<file path="src/hw/rtl/unv_pkg.sv">
package unv_pkg;

   localparam int ByteTotalWidth = 8;
   localparam int PointWidth = 6;
   localparam int CodePointWidth = 21;
   localparam int BufferBytesDefault = 128;
   localparam logic [PointWidth-1:0] MaxPointsReset = 6'd24;

   // Report codes; Ready doubles as "no error recorded yet" in the state
   typedef enum logic [2:0] {
      StReady          = 3'd0,
      StTooLong        = 3'd1,
      StInvalidUtf8    = 3'd2,
      StNeedsNormalize = 3'd3,
      StUnsupported    = 3'd4,
      StInvalidSpacing = 3'd5
   } status_type;

   typedef struct packed {
      logic [7:0] byte_req;
      logic       last;
   } req_payload_type;

   typedef struct packed {
      status_type            status;
      logic [PointWidth-1:0] code_points;
   } rsp_payload_type;

   typedef struct packed {
      logic [ByteTotalWidth-1:0] byte_total;
      logic [PointWidth-1:0]     point_total;
      logic [CodePointWidth-1:0] partial_point;
      logic [1:0]                bytes_pending;
      logic [1:0]                lower_bound_sel;
      logic                      last_was_space;
      status_type                first_error;
   } name_state_type;

   localparam name_state_type StateReset = '{
      byte_total:      '0,
      point_total:     '0,
      partial_point:   '0,
      bytes_pending:   2'd0,
      lower_bound_sel: 2'd0,
      last_was_space:  1'b1,
      first_error:     StReady
   };

endpackage

</file>
<file path="src/hw/rtl/unv_decode.sv">
module unv_decode
   import unv_pkg::*;
#(
   parameter int BUFFER_BYTES = BufferBytesDefault
) (
   input  name_state_type        cur_state,
   input  req_payload_type       beat,
   input  logic [PointWidth-1:0] max_code_points,
   output name_state_type        next_state,
   output rsp_payload_type       result
);

   localparam logic [ByteTotalWidth-1:0] ByteLimit = ByteTotalWidth'(BUFFER_BYTES);

   logic [7:0]                b;
   logic                      do_finish;
   logic [CodePointWidth-1:0] cp;
   logic [CodePointWidth-1:0] minimum;
   logic [1:0]                bound_sel;
   logic                      allowed;
   name_state_type            upd;

   assign b = beat.byte_req;

   always_comb begin
      allowed = ((cp >= 21'h41) && (cp <= 21'h5a)) || ((cp >= 21'h61) && (cp <= 21'h7a)) ||
                ((cp >= 21'h30) && (cp <= 21'h39)) || (cp == 21'h20) || (cp == 21'h2d) ||
                (cp == 21'h27) || ((cp >= 21'hc0) && (cp <= 21'hd6)) ||
                ((cp >= 21'hd8) && (cp <= 21'hf6)) || ((cp >= 21'hf8) && (cp <= 21'hff));
   end

   always_comb begin
      upd       = cur_state;
      do_finish = 1'b0;
      cp        = '0;
      bound_sel = 2'd0;
      minimum   = '0;

      if (cur_state.byte_total != {ByteTotalWidth{1'b1}}) begin
         upd.byte_total = cur_state.byte_total + 1'b1;
      end

      // Decode only until the first error is recorded
      if (cur_state.first_error == StReady) begin
         if (cur_state.bytes_pending == 2'd0) begin
            if (b < 8'h80) begin
               do_finish = 1'b1;
               cp        = {13'd0, b};
            end else if (b inside {[8'hc2:8'hdf]}) begin
               upd.partial_point   = {16'd0, b[4:0]};
               upd.bytes_pending   = 2'd1;
               upd.lower_bound_sel = 2'd1;
            end else if (b inside {[8'he0:8'hef]}) begin
               upd.partial_point   = {17'd0, b[3:0]};
               upd.bytes_pending   = 2'd2;
               upd.lower_bound_sel = 2'd2;
            end else if (b inside {[8'hf0:8'hf4]}) begin
               upd.partial_point   = {18'd0, b[2:0]};
               upd.bytes_pending   = 2'd3;
               upd.lower_bound_sel = 2'd3;
            end else begin
               upd.first_error = StInvalidUtf8;
            end
         end else if (b[7:6] != 2'b10) begin
            upd.first_error = StInvalidUtf8;
         end else begin
            upd.partial_point = {cur_state.partial_point[CodePointWidth-7:0], b[5:0]};
            upd.bytes_pending = cur_state.bytes_pending - 2'd1;
            if (cur_state.bytes_pending == 2'd1) begin
               do_finish = 1'b1;
               cp        = upd.partial_point;
               bound_sel = cur_state.lower_bound_sel;
            end
         end
      end

      case (bound_sel)
         2'd1:    minimum = 21'h80;
         2'd2:    minimum = 21'h800;
         2'd3:    minimum = 21'h10000;
         default: minimum = '0;
      endcase

      if (do_finish) begin
         upd.lower_bound_sel = 2'd0;
         if ((cp < minimum) || (cp > 21'h10ffff) || ((cp >= 21'hd800) && (cp <= 21'hdfff))) begin
            upd.first_error = StInvalidUtf8;
         end else if (cur_state.point_total >= max_code_points) begin
            upd.first_error = StTooLong;
         end else begin
            upd.point_total = cur_state.point_total + 1'b1;
            if ((cp >= 21'h300) && (cp <= 21'h36f)) begin
               upd.first_error = StNeedsNormalize;
            end else if (!allowed) begin
               upd.first_error = StUnsupported;
            end else if ((cp == 21'h20) && cur_state.last_was_space) begin
               upd.first_error = StInvalidSpacing;
            end else begin
               upd.last_was_space = (cp == 21'h20);
            end
         end
      end
   end

   always_comb begin
      result.code_points = upd.point_total;
      if (upd.byte_total >= ByteLimit) begin
         result.status = StTooLong;
      end else if (upd.first_error != StReady) begin
         result.status = upd.first_error;
      end else if (upd.bytes_pending != 2'd0) begin
         result.status = StInvalidUtf8;
      end else if (upd.last_was_space) begin
         result.status = StInvalidSpacing;
      end else begin
         result.status = StReady;
      end
      // A finished name starts the next one from scratch
      next_state = beat.last ? StateReset : upd;
   end

endmodule

</file>
<file path="src/hw/rtl/utf8_name_validator.sv">
// UTF-8 name validator.
// Bytes of a name enter on the req_ channel, one beat per byte, with the
// last flag set on the final byte. Each byte is decoded and checked against
// the UTF-8 rules, the code point limit held in the csr_ register, and the
// set of allowed characters and spacing. Only the final byte of a name
// produces a beat on the rsp_ channel: the status and the code point count.
// A final byte sits in the input register, then loads the result
// register once the result slot is free; rsp_valid is driven from the
// result register.
// Throughput: one byte per cycle, back to back, while the result register
// is free. Decode state advances from the input register, so the per-byte
// check is one shallow pass between two registers.
// When the receiver stalls, the result holds in its register; bytes that do
// not end a name keep flowing, and only a final byte waits behind a held
// result, which raises req_stall.
// Reset clears the name state, drops any held beats and loads the code point
// limit with 24. Write csr_ only while no name is in flight.
module utf8_name_validator
   import unv_pkg::*;
#(
   parameter int BUFFER_BYTES = BufferBytesDefault
) (
   input  logic                  clock,
   input  logic                  reset,
   input  logic                  req_valid,
   output logic                  req_stall,
   input  req_payload_type       req_data,
   output logic                  rsp_valid,
   input  logic                  rsp_stall,
   output rsp_payload_type       rsp_data,
   input  logic                  csr_write_en,
   input  logic [PointWidth-1:0] csr_write_data
);

   // Input register
   logic            in_valid_ff, in_valid_in;
   req_payload_type in_data_ff;

   // Result register
   logic            rsp_valid_ff, rsp_valid_in;
   rsp_payload_type rsp_data_ff;

   name_state_type        state_ff;
   logic [PointWidth-1:0] max_points_ff;

   name_state_type  state_in;
   rsp_payload_type result;
   logic            out_free;
   logic            advance;
   logic            accept;

   unv_decode #(
      .BUFFER_BYTES(BUFFER_BYTES)
   ) u_decode (
      .cur_state      (state_ff),
      .beat           (in_data_ff),
      .max_code_points(max_points_ff),
      .next_state     (state_in),
      .result         (result)
   );

   // Advance the held byte unless it ends a name and the result slot is busy
   assign out_free  = !rsp_valid_ff || !rsp_stall;
   assign advance   = in_valid_ff && (!in_data_ff.last || out_free);
   assign req_stall = in_valid_ff && !advance;
   assign accept    = req_valid && !req_stall;

   always_comb begin
      in_valid_in = in_valid_ff;
      if (accept) begin
         in_valid_in = 1'b1;
      end else if (advance) begin
         in_valid_in = 1'b0;
      end
      rsp_valid_in = rsp_valid_ff;
      if (advance && in_data_ff.last) begin
         rsp_valid_in = 1'b1;
      end else if (!rsp_stall) begin
         rsp_valid_in = 1'b0;
      end
   end

   always_ff @(posedge clock) begin
      if (reset) begin
         in_valid_ff   <= 1'b0;
         rsp_valid_ff  <= 1'b0;
         state_ff      <= StateReset;
         max_points_ff <= MaxPointsReset;
      end else begin
         in_valid_ff  <= in_valid_in;
         rsp_valid_ff <= rsp_valid_in;
         if (advance) begin
            state_ff <= state_in;
         end
         if (csr_write_en) begin
            max_points_ff <= csr_write_data;
         end
      end
   end

   // Payload registers: load on accept / on a finished name
   always_ff @(posedge clock) begin
      if (accept) begin
         in_data_ff <= req_data;
      end
      if (advance && in_data_ff.last) begin
         rsp_data_ff <= result;
      end
   end

   assign rsp_valid = rsp_valid_ff;
   assign rsp_data  = rsp_data_ff;

endmodule

</file>
<file path="config.mk">
export PLATFORM = sky130hd
export DESIGN_NAME = utf8_name_validator
export DESIGN_NICKNAME = d
export VERILOG_FILES = /design/src/hw/rtl/unv_pkg.sv /design/src/hw/rtl/unv_decode.sv /design/src/hw/rtl/utf8_name_validator.sv
export SDC_FILE = /design/constraint.sdc
export NUM_CORES = 1
export LEC_CHECK = 0
export ABC_AREA = 1
export BUFFER_PORTS_ARGS = -buffer_cell sky130_fd_sc_hd__buf_2
export CAP_MARGIN = 25
export CELL_PAD_IN_SITES_DETAIL_PLACEMENT = 0
export CELL_PAD_IN_SITES_GLOBAL_PLACEMENT = 1
export CORE_AREA = 2 2 117 119
export DETAILED_ROUTE_END_ITERATION = 12
export DIE_AREA = 0 0 119 121
export GPL_ROUTABILITY_DRIVEN = 0
export PLACE_DENSITY = 0.69
export SETUP_SLACK_MARGIN = 0.3
export SLEW_MARGIN = 20
export SYNTH_ARGS = -nofsm -noshare
export SYNTH_HDL_FRONTEND = slang
export SYNTH_SLANG_ARGS = --single-unit
</file>
<file path="constraint.sdc">
create_clock -name clock -period 6.9 [get_ports clock]
set_input_delay 2.07 -clock clock [delete_from_list [all_inputs] [get_ports clock]]
set_output_delay 2.07 -clock clock [all_outputs]
set_load 0.05 [all_outputs]
</file>
==> impl_metrics.py, run 1 <==
metrics = {
    "grt": {
        "grt_max_degree": 29,
        "grt_pass1_vias": 4270,
        "use_met3_pct": 2.30,
        "antenna_found_initial": 0,
        "grtUsageMet2_pct": 32.0,
        "grt_use_total_pct": 18.6,
        "overflow": 0,
        "grt_pass1_wl_mm": 21.2,
        "grt.busiest_layer": "met2",
        "use_met1_pct": 24.0,
    },
    "worst_setup_path": {
        "crit_type": "in2out",
        "cp.arrival_ns": 2.70,
        "r2r_start": "state_ff[6]",
        "crit_fanout": 3,
        "worstSetupEndpointType": "primary output",
        "r2r_cells": 23,
        "reg2reg_slack_ns": 2.55,
        "critPathLaunchType": "input port",
        "timing.rr.end": "rsp_data[8]",
        "crit_required_ns": 4.83,
    },
    "floorplanning": {
        "start_util_pct": 34.2,
        "io_pins": 31,
        "dieHeight_um": 121,
        "fp.dieW_um": 119,
        "die_area_um2": 14400,
        "placementRows": 42,
        "core-area_um2": 13100,
    },
    "cts": {
        "cts-root-buf": "clkbuf_16",
        "cts_tree": "done",
        "numCtsBuffers": 9,
        "cts.clk_slew.worst_paths_ns": 0.05,
        "h-tree-depth": 3,
        "cts_setup_buffers": 0,
        "clock_path_buffers": 2,
        "ctsResizeCount": 0,
        "worstSkewPairLatency_ns": 0.33,
        "clock_sinks": 63,
        "ctsHoldBuffers": 0,
    },
    "sta": {
        "slew_headroom_pct": 43.1,
        "drv_slew": 0,
        "final-setup-viol-count": 0,
        "rsz0062_at_grt": "no",
        "max_freq_ghz": 0.210,
        "hold_slack_ns": 0.469,
        "worstMarginPinSlew_ns": 0.850,
        "finalCritPeriodShare_pct": 69.1,
        "tns_ns": 0,
        "hold_violations": 0,
        "fin_skew_ns": 0.00589,
        "period_minus_slack_ns": 4.77,
    },
    "hold_path": {
        "hp-class": "reg2reg",
        "holdCritStartpoint": "state_ff[18]",
        "whs_path_depth": 2,
        "hold_end": "state_ff[18]",
    },
    "flow_run": {
        "cap_violations": 0,
    },
    "yosys": {
        "ys_ff_latch": 63,
        "synth-xor-area-share_pct": 1.34,
        "synth_ff_type": "dfxtp_1",
        "syn_area_um2": 4470,
        "synth_cell_types": 45,
        "yosysSeqAreaShare_pct": 32.2,
        "syn_area_per_cell_um2": 6.69,
        "synth_cells": 668,
        "synth_mux_area_share_pct": 0,
        "syn_nets": 700,
        "synth_edf_count": 18,
        "synthAdderAreaFrac_pct": 3.36,
        "synthArstFlopShare_pct": 0,
        "synthSimpleGateAreaFrac_pct": 41.3,
        "synth_compound_area_share_pct": 12.2,
        "synth_warnings": 0,
        "synth_top_family_by_area": "simple AND/OR/NAND/NOR gates",
    },
    "layout": {
        "fin_util_pct": 38.6,
        "area_growth_pct": 13.0,
        "seq_area_um2": 1440,
        "drive_gt1_share_pct": 14.8,
        "fillers": 1448,
        "n_antenna_cell": 0,
        "fin_area_um2": 5050,
        "multi_input_area_um2": 2600,
        "final_nets": 722,
    },
    "outcome": {
        "outcome": "complete, no violations",
    },
    "routing": {
        "antenna_left": 0,
        "vias": 4369,
        "drt_iter0_markers": 265,
        "drc": 0,
        "via_per_inst": 5.02,
        "wl_per_cell_um": 14.7,
        "drt_wl_total_mm": 12.8,
        "first_pass_iters": 5,
    },
    "place": {
        "dpl.hpwl_mm": 9.96,
        "port_buffers": 30,
        "placed_area_um2": 4730,
    },
    "power": {
        "power_density_nw_per_um2": 204,
        "p_total_mw": 1.03,
        "power.static_leakage_nw": 2.40,
        "irDropWorstVdd_mv": 0.134,
    },
}
## how the worst max path moves through the flow
| stage | slack, ns | depth (start not counted) | start | to |
|---|---|---|---|---|
| 3_5_place_dp | 2.13 | 6 | rsp_stall | req_stall |
| 3_3_place_gp | 2.13 | 6 | rsp_stall | req_stall |
| 6_report | 2.13 | 6 | rsp_stall | req_stall |
| 5_1_grt | 2.06 | 6 | rsp_stall | req_stall |
| 2_1_floorplan | 2.21 | 4 | rsp_stall | req_stall |
| 4_1_cts | 2.13 | 6 | rsp_stall | req_stall |
## Yosys cell counts, types with 2 or more instances
cell	n	area [µm²]
a211oi_1	6	45.0
a21oi_1	50	250
a31oi_1	6	37.5
buf_2	6	30.0
buf_6	3	33.8
clkbuf_1	10	37.5
clkinv_1	4	15.0
dfxtp_1	45	901
edfxtp_1	18	541
ha_1	12	150
inv_1	72	270
inv_2	7	26.3
nand2_1	172	646
nand2_2	4	25.0
nand3_1	55	275
nand3_2	8	80.1
nand3_4	4	70.1
nand4_1	16	100
nor2_1	78	293
nor2_2	16	100
nor2_4	7	78.8
nor3_1	17	85.1
nor4_1	2	12.5
o211ai_1	3	22.5
o21ai_0	22	110
o21ai_1	2	10.0
or2_2	2	12.5
xor2_1	4	35.0
## metrics by stage
stage / instances / setup slack (ns)
2_1_floorplan: 668 / 2.21
3_3_place_gp: 855 / 2.13
3_5_place_dp: 855 / 2.13
4_1_cts: 871 / 2.13
5_1_grt: 871 / 2.06
6_report: 871 / 2.13
## power breakdown
group | total, mW | switching [mW] | internal, mW | leakage [nW]
combinational | 0.140 | 0.101 | 0.0394 | 1.70
sequential | 0.409 | 0.0120 | 0.397 | 0.538
clock | 0.481 | 0.165 | 0.316 | 0.156
## kinds of logic after synthesis
logic type / Yosys count
fa+ha+maj: 12
buf+inv: 103
xor+xnor: 6
compound gates: 97
flops: 63
simple gates: 387
## cell usage in the layout (no fill, tap or decap), types with 9 or more instances in the layout
| cell type | synthesis | layout |
|---|---|---|
| inv_1 | 72 | 72 |
| nand2_1 | 172 | 172 |
| a21oi_1 | 50 | 50 |
| nor3_1 | 17 | 17 |
| ha_1 | 12 | 12 |
| edfxtp_1 | 18 | 18 |
| nor2_1 | 78 | 78 |
| dfxtp_1 | 45 | 45 |
| buf_2 | 6 | 30 |
| o21ai_0 | 22 | 22 |
| nand3_1 | 55 | 55 |
| nand4_1 | 16 | 16 |
| clkbuf_16 | 0 | 9 |
| nor2_2 | 16 | 16 |
## worst max-delay path, stage by stage
cell	delay, ns
buf_2	0.07
nand2_1	0.04
inv_1	0.08
nand3_1	0.09
inv_1	0.09
buf_2	0.26
## state kept, by name (all words and copies together) (netlist names)
register	flops
state_ff	37
in_data_ff	9
rsp_data	9
max_points_ff	6
in_valid_ff	1
rsp_valid	1
## area by class of cell
cell class / instances / share of cell area, %
clock inverter: 7 / 1.91
clock buffer: 9 / 4.46
sequential: 63 / 28.5
tap: 176 / 4.36
timing repair buffer: 31 / 3.12
multi-input combinational: 502 / 51.5
inverter: 83 / 6.16
## layer usage
| metal | wire length [µm] | vias to the layer above |
|---|---|---|
| li1 | - | 2246 |
| met1 | 6120 | 2040 |
| met2 | 6180 | 65 |
| met3 | 298 | 18 |
| met4 | 218 | 0 |
| met5 | 0 | - |
(Power assumes the default switching activity.)
==> run 2: changes to the inputs <==
PLACE_DENSITY = 0.72   (was 0.69)
clock period = 4.15 ns   (was 6.9 ns; I/O delays follow)
==> impl_metrics.py, run 2 (synthesized netlist as in run 1, its figures left out) <==
metrics = {
    "cts": {
        "cts-root-buf": "clkbuf_16",
        "cts_tree": "done",
        "numCtsBuffers": 9,
        "clock_path_buffers": 2,
        "h-tree-depth": 3,
        "worstSkewPairLatency_ns": 0.33,
        "cts_setup_buffers": 0,
        "clock_sinks": 63,
        "cts.clk_slew.worst_paths_ns": 0.05,
    },
    "sta": {
        "finalCritPeriodShare_pct": 82.8,
        "period_minus_slack_ns": 3.44,
        "tns_ns": 0,
        "final-setup-viol-count": 0,
        "worstMarginPinSlew_ns": 0.868,
        "drv_slew": 0,
        "rsz0062_at_grt": "no",
        "fin_skew_ns": 0.00695,
        "max_freq_ghz": 0.291,
        "hold_violations": 0,
        "slew_headroom_pct": 41.9,
    },
    "grt": {
        "overflow": 0,
        "grt_pass1_vias": 4203,
        "grtUsageMet2_pct": 28.5,
        "grt.busiest_layer": "met2",
        "antenna_found_initial": 0,
        "grt_max_degree": 29,
        "grt_use_total_pct": 19.2,
        "use_met1_pct": 27.8,
        "use_met3_pct": 3.48,
        "grt_pass1_wl_mm": 21.7,
    },
    "worst_setup_path": {
        "cp.arrival_ns": 3.52,
        "critPathLaunchType": "register",
        "crit_required_ns": 4.24,
        "worstSetupEndpointType": "register",
        "crit_fanout": 12,
        "reg2reg_slack_ns": 0.71,
        "crit_type": "reg2reg",
    },
    "power": {
        "p_int_mw": 1.19,
        "power.static_leakage_nw": 2.41,
        "switching_power_uw": 455,
        "p_clk_share_pct": 44.1,
        "power_density_nw_per_um2": 325,
        "comb_power_share_pct": 14.6,
        "irDropWorstVdd_mv": 0.219,
        "switching_share_pct": 27.6,
        "seq_power_share_pct": 41.3,
        "p_total_mw": 1.65,
    },
    "floorplanning": {
        "core-area_um2": 13100,
        "dieHeight_um": 121,
        "io_pins": 31,
        "die_area_um2": 14400,
        "fp.dieW_um": 119,
        "start_util_pct": 34.2,
        "placementRows": 42,
    },
    "routing": {
        "drt_iter0_markers": 381,
        "antenna_left": 0,
        "wl_per_cell_um": 15.1,
        "first_pass_iters": 5,
        "drt_wl_total_mm": 13.3,
        "vias": 4505,
        "drc": 0,
        "via_per_inst": 5.13,
    },
    "outcome": {
        "outcome": "complete, no violations",
    },
    "layout": {
        "fin_util_pct": 38.8,
        "n_antenna_cell": 0,
        "final_nets": 729,
        "area_growth_pct": 13.5,
        "final_common_cell": "nand2_1",
        "final_cells": 878,
        "drive_gt1_share_pct": 15.5,
        "regMostFlops": "state_ff",
        "final_cell_mix": "172 x nand2_1, 78 x nor2_1, 72 x inv_1",
        "largest_reg_flops": 37,
    },
    "place": {
        "dpl.hpwl_mm": 10.1,
        "port_buffers": 30,
        "place_inst": 862,
    },
    "hold_path": {
        "hp-class": "reg2reg",
    },
    "flow_run": {
        "cap_violations": 0,
    },
}
-- run 2: cell count changes in the layout (fill, tap and decap cells not counted) --
cell	delta
clkbuf_1	+3
ha_1	-2
ha_2	+2
clkinv_4	-2
inv_4	-1
bufinv_16	-1
buf_4	+7
clkinv_2	+1
-- run 2: stage by stage --
step | setup WS (ns) | cell area, µm² | hold WS [ns]
after floorplan | 1.10 | 4470 | 0.438
after global placement | 0.656 | 4780 | 0.460
after detailed placement | 0.599 | 4780 | 0.462
after CTS | 0.593 | 5070 | 0.472
after global routing | 0.382 | 5070 | 0.502
final | 0.714 | 5070 | 0.469
-- run 2: routing by layer --
| layer | up-vias | routed length [µm] |
|---|---|---|
| li1 | 2268 | - |
| met1 | 2054 | 6520 |
| met2 | 165 | 5840 |
| met3 | 18 | 670 |
| met4 | 0 | 259 |
| met5 | - | 0 |
-- run 2: final timing paths --
path                           end  cells past startpoint              from
setup / recovery       rsp_data[8]                     23       state_ff[6]
setup reg to reg       rsp_data[8]                     23       state_ff[6]
hold reg to reg   max_points_ff[1]                      2  max_points_ff[1]
hold / removal    max_points_ff[1]                      2  max_points_ff[1]
-- run 2: power groups by stage --
stage	logic (mW)	registers, mW	clock network (mW)
finish	0.241	0.680	0.726
global route	0.271	0.682	0.773
CTS	0.242	0.680	0.742
detailed placement	0.240	0.692	0
global placement	0.238	0.692	0
floorplan	0.167	0.698	0
-- run 2: critical path, cell delays in order, from the launching register on --
cell	delay [ns]
dfxtp_1	0.38
inv_1	0.08
ha_2	0.27
inv_1	0.11
nand3_2	0.20
or4_1	0.58
ha_1	0.29
nand2_1	0.07
nor2_1	0.10
nand2_1	0.06
nand2_1	0.07
nand2_1	0.05
nand2_1	0.07
nand3_2	0.12
nor2_4	0.14
nand2_2	0.10
inv_2	0.09
nand2_1	0.05
nand2_1	0.05
nand2_1	0.06
nand2_1	0.07
nor2_2	0.04
nor2_1	0.10
nor2_2	0.05
-- run 2: timing repair --
item	CTS	global route
setup endpoints to repair	0	2
resized for setup	0	2
hold buffers	0	0
-- run 2: area by class of cell --
| cell class | instances | area [µm²] |
|---|---|---|
| fill | 1400 | 8010 |
| multi-input combinational | 502 | 2610 |
| sequential | 63 | 1440 |
| inverter | 83 | 312 |
| clock buffer | 12 | 236 |
| tap | 176 | 220 |
| timing repair buffer | 38 | 210 |
| clock inverter | 4 | 47.5 |
